### src/hw/rtl/sdtr_div.sv
// ----------------------------------------------------------------------------
// sdtr_div
// Restoring unsigned divider, one quotient bit per cycle. A go pulse loads
// dividend and divisor; done pulses when the last quotient bit is in, with
// the quotient, which holds until the next go.
// ----------------------------------------------------------------------------
module sdtr_div #(
    parameter int W = 28
) (
    input  logic         i_clk,
    input  logic         i_rst_n,
    input  logic         i_go,
    input  logic [W-1:0] i_num,
    input  logic [W-1:0] i_den,
    output logic         o_done,
    output logic [W-1:0] o_quo
);

    localparam int CW = $clog2(W + 1);

    logic          r_busy;
    logic [CW-1:0] r_cnt;
    logic [W-1:0]  r_rem;
    logic [W-1:0]  r_q;
    logic [W-1:0]  r_den;
    logic [W:0]    shifted;
    logic [W:0]    diff;
    logic          fits;

    // trial subtract of the shifted partial remainder
    always_comb begin
        shifted = {r_rem, r_q[W-1]};
        diff    = shifted - {1'b0, r_den};
        fits    = (shifted >= {1'b0, r_den});
    end

    // one bit per cycle
    always_ff @(posedge i_clk) begin
        if (!i_rst_n) begin
            r_busy <= 1'b0;
            r_cnt  <= '0;
            o_done <= 1'b0;
        end else begin
            o_done <= 1'b0;
            if (i_go) begin
                r_busy <= 1'b1;
                r_cnt  <= CW'(W);
                r_rem  <= '0;
                r_q    <= i_num;
                r_den  <= i_den;
            end else if (r_busy) begin
                r_rem <= fits ? diff[W-1:0] : shifted[W-1:0];
                r_q   <= {r_q[W-2:0], fits};
                r_cnt <= r_cnt - 1'b1;
                if (r_cnt == CW'(1)) begin
                    r_busy <= 1'b0;
                    o_done <= 1'b1;
                end
            end
        end
    end

    assign o_quo = r_q;

endmodule

### config.mk
export PLATFORM = sky130hd
export DESIGN_NAME = sdtr_div
export DESIGN_NICKNAME = d
export VERILOG_FILES = /design/src/hw/rtl/sdtr_div.sv
export SDC_FILE = /design/constraint.sdc
export NUM_CORES = 1
export LEC_CHECK = 0
export BUFFER_PORTS_ARGS = -buffer_cell sky130_fd_sc_hd__buf_2
export CAP_MARGIN = 0
export CORE_ASPECT_RATIO = 1.75
export CORE_MARGIN = 8
export CORE_UTILIZATION = 59
export CTS_BUF_LIST = sky130_fd_sc_hd__clkbuf_8
export DETAILED_ROUTE_END_ITERATION = 8
export GPL_TIMING_DRIVEN = 0
export PLACE_DENSITY = 0.89
export SYNTH_ARGS = -nofsm -noshare
export SYNTH_HDL_FRONTEND = slang
export SYNTH_SLANG_ARGS = --single-unit
### constraint.sdc
create_clock -name i_clk -period 7.3 [get_ports i_clk]
set_clock_uncertainty 0.1 [all_clocks]
set_input_delay 1.095 -clock i_clk [delete_from_list [all_inputs] [get_ports i_clk]]
set_output_delay 1.095 -clock i_clk [all_outputs]
set_load 0.02 [all_outputs]
==> Implementation_results.wiki <==
{| class="wikitable"
! Metric !! Value
|-
| Outcome || finished clean
|-
| Mean area per synthesized cell || 11.7 um2
|-
| Antenna viol nets, final || 0
|-
| CTS resizes || 0
|-
| Antenna violations before repair || 0
|-
| Clock-pin slew reported for the worst setup and hold paths after clock tree synthesis || around 0.09 ns
|-
| Slew Limit Headroom || 53.2%
|-
| Worst setup EP type || register
|-
| Number of buffers added by the clock tree synthesis step || 9
|-
| Hold Buf Count CTS || 0
|-
| Number of clock sinks seen by CTS || 91
|-
| Top FF cell, synth || edfxtp_1
|-
| CTS root buffer || clkbuf_8
|-
| Data arrival at the endpoint of the critical path || around 3.3 ns
|-
| Total of max-cap violations || 0
|-
| Post-synthesis async set-or-reset flop share || 0%
|-
| Port Buffer Count || 86
|-
| Class of the tightest hold or removal check || register to register
|-
| Ports placed on the boundary || a little under 90
|-
| Number of pins with negative max-slew slack in the final report || 0
|-
| CTS tree || built
|-
| Number of nets produced by synthesis || approximately 530
|-
| Pwr Density || between 200 and 250 nW/um2
|-
| Total cell area at the placement stage || a little under 6000 um2
|-
| Pre-antenna DRT Iters || 4
|-
| Setup TNS || 0 ns
|-
| Final setup viols || 0
|-
| Kind of start point of the critical path || register
|-
| Area Growth Syn to Fin || 14.9%
|-
| Clock insertion delay at the later pin of the skew report || 0.37 ns
|-
| Remaining design rule violation count || 0
|-
| Number of flops mapped to enable cells by yosys || 84
|-
| Total power || 1.39 mW
|-
| Critical Path, Cell by Cell || ha_1, a21o_1, a31o_1, or2_4, a221o_1, o21ai_2, a21oi_2, o32ai_4, buf_6, mux2i_1, nor2_1
|-
| Starting density of the core || around three fifths
|-
| Die span in y || ~140 um
|-
| Unique masters post-synth || 54
|-
| CP max-delay cell || ha_1
|-
| Fin crit period || around 3.3 ns
|-
| Std-Cell Rows || 45
|-
| Post-Synthesis Cell Area || a little over 5000 um2
|-
| Core box area || between 8000 and 9000 um2
|-
| Routed wirelength normalized by instance count || 17.4 um
|-
| Critical Path Max Stage Delay || about 0.41 ns
|-
| GRT Resource Usage Total || about a fifth
|-
| Clock Tree Buf Depth || 2
|-
| Class of the most critical setup path || register to register
|-
| Worst vdd rail ir drop || about 160 uV
|-
| Initial DRC count || approximately 180
|-
| Die X || 86.8 um
|-
| Most common cell after layout, fill and taps aside || buf_2
|-
| Number of global-route vias before repair || a little over 4,000
|-
| Routed via count divided by cell count || about 5.6
|-
| Final worst-path cycle share || between 40 and 50%
|-
| RSZ-0062 raised after global routing || no
|-
| CP required || between 7 and 8 ns
|-
| Post-CTS setup buffers || 0
|-
| Routability congestion estimate from global placement || 0.873
|-
| Synthesis warning total || 0
|-
| Antenna diode instance count || 0
|-
| Post-layout instance area || 5960 um2
|-
| Pleak || 2.56 nW
|-
| Seq cells post-synth || 91
|-
| Sequential-to-total area share from yosys stat || between 50% and 60%
|-
| Level count of the clock H-tree || 3
|-
| Total Nets Final || between 600 and 700
|-
| Fraction of layout instances using a drive strength above 1 || a little over a quarter
|-
| Total gr overflow || 0
|-
| Detailed Place HPWL || just under 9 mm
|-
| Maximum clock rate || between 300 and 400 MHz
|-
| Most frequent cells in the layout || buf_2, edfxtp_1, inv_1
|-
| Crit-path max FO || 10
|-
| Fin. Hold Viols || 0
|-
| Pin count of the biggest net entering global routing || 42
|-
| Die area || around 12,000 um2
|-
| Number of instances in the synthesized netlist || between 400 and 500
|-
| Global-route wire length before repair || 18.7 mm
|-
| Vias after detailed routing || between 3,000 and 4,000
|-
| Transition at the pin with the smallest max-transition slack || 0.702 ns
|-
| Detailed-route wire length || around 12 mm
|}
## area by class of cell
cell class                 count  area [um2]
tap                          117         146
buffer                        14        77.6
clock buffer                   9         124
clock inverter                 7        50.0
timing repair buffer          87         450
inverter                      36         135
multi-input combinational    302        2310
sequential                    91        2660
fill                         608        2660
## per-stage QoR
step	setup WS, ns	utilization [%]	hold WS, ns	cells
after floorplan	4.07	-	0.384	443
after global placement	3.42	66.9	0.398	646
after detailed placement	3.74	67.1	0.424	647
after CTS	4.05	69.1	0.434	663
after global routing	3.88	69.1	0.484	663
final	4.03	69.1	0.441	663
## layer usage
metal  track usage [%]  vias to the layer above  routed length [um]
met4              9.59                        0                 343
met1              19.2                     1804                4140
li1                  -                     1826                   -
met3              2.99                       28                 278
met2              36.9                       87                6760
met5                 0                        -                   0
## power by group
group          switching (mW)  internal (mW)
Clock                   0.190          0.125
Combinational           0.237          0.189
Sequential             0.0229          0.627
Total                   0.450          0.941
## worst max-delay path, delay by kind of cell (launching register included)
family,cells,cell delay (ns)
compound gates,6,1.31
buf+inv,1,0.24
mux,1,0.21
flops,1,0.40
fa+ha+maj,1,0.41
simple gates,2,0.34
## registers in the layout, summed over array words and instances, names as in the netlist
name	flops
r_busy	1
r_den	28
r_cnt	5
o_done	1
r_rem	28
o_quo	28
## worst paths after layout
path / slack (ns) / cells past startpoint / from / endpoint
setup / recovery: 4.03 / 11 / r_rem[3]$_SDFFCE_PP0P_ / r_rem[11]$_SDFFCE_PP0P_
hold / removal: 0.44 / 2 / r_cnt[1]$_SDFFE_PP0P_ / r_cnt[1]$_SDFFE_PP0P_
setup reg to reg: 4.03 / 11 / r_rem[3]$_SDFFCE_PP0P_ / r_rem[11]$_SDFFCE_PP0P_
hold reg to reg: 0.44 / 2 / r_cnt[1]$_SDFFE_PP0P_ / r_cnt[1]$_SDFFE_PP0P_
## Yosys cell counts (2+ instances only)
| cell | instances | area share (%) |
|---|---|---|
| edfxtp_1 | 84 | 49 |
| inv_1 | 36 | 2.6 |
| nor2_1 | 34 | 2.5 |
| ha_1 | 30 | 7.2 |
| mux2_2 | 27 | 5.9 |
| a21oi_1 | 25 | 2.4 |
| mux2i_1 | 22 | 4.2 |
| nand2_1 | 19 | 1.4 |
| xnor2_1 | 18 | 3.0 |
| a21o_1 | 15 | 2.2 |
| o21ai_0 | 14 | 1.4 |
| nand3_1 | 11 | 1.1 |
| xor2_1 | 10 | 1.7 |
| clkbuf_1 | 7 | 0.51 |
| dfxtp_1 | 7 | 2.7 |
| nor3_1 | 6 | 0.58 |
| a21boi_0 | 5 | 0.72 |
| nand2b_1 | 5 | 0.60 |
| o21a_1 | 5 | 0.72 |
| a31o_2 | 4 | 0.68 |
| a211oi_1 | 3 | 0.43 |
| and3_1 | 3 | 0.36 |
| buf_6 | 3 | 0.65 |
| nand4_1 | 3 | 0.36 |
| nor2b_1 | 3 | 0.36 |
| nor4_1 | 3 | 0.36 |
| nor4b_1 | 3 | 0.51 |
| o211ai_1 | 3 | 0.43 |
| a221o_1 | 2 | 0.39 |
| a31oi_1 | 2 | 0.24 |
| and4_1 | 2 | 0.34 |
| buf_1 | 2 | 0.14 |
| nand3b_1 | 2 | 0.29 |
| o2111ai_1 | 2 | 0.34 |
| o21ai_1 | 2 | 0.19 |
| o21bai_1 | 2 | 0.29 |
| or2_2 | 2 | 0.24 |
## cells by family after synthesis
group / Yosys count / synth area share, %
AND/OR/NAND/NOR: 99 / 9.39
adder cells (fa/ha/maj): 31 / 7.63
AO/OA/AOI/OAI: 95 / 12.7
multiplexers: 49 / 10.1
XOR/XNOR: 28 / 4.73
buffers and inverters: 50 / 4.10
flip-flops: 91 / 51.4
(Power assumes the default switching activity.)
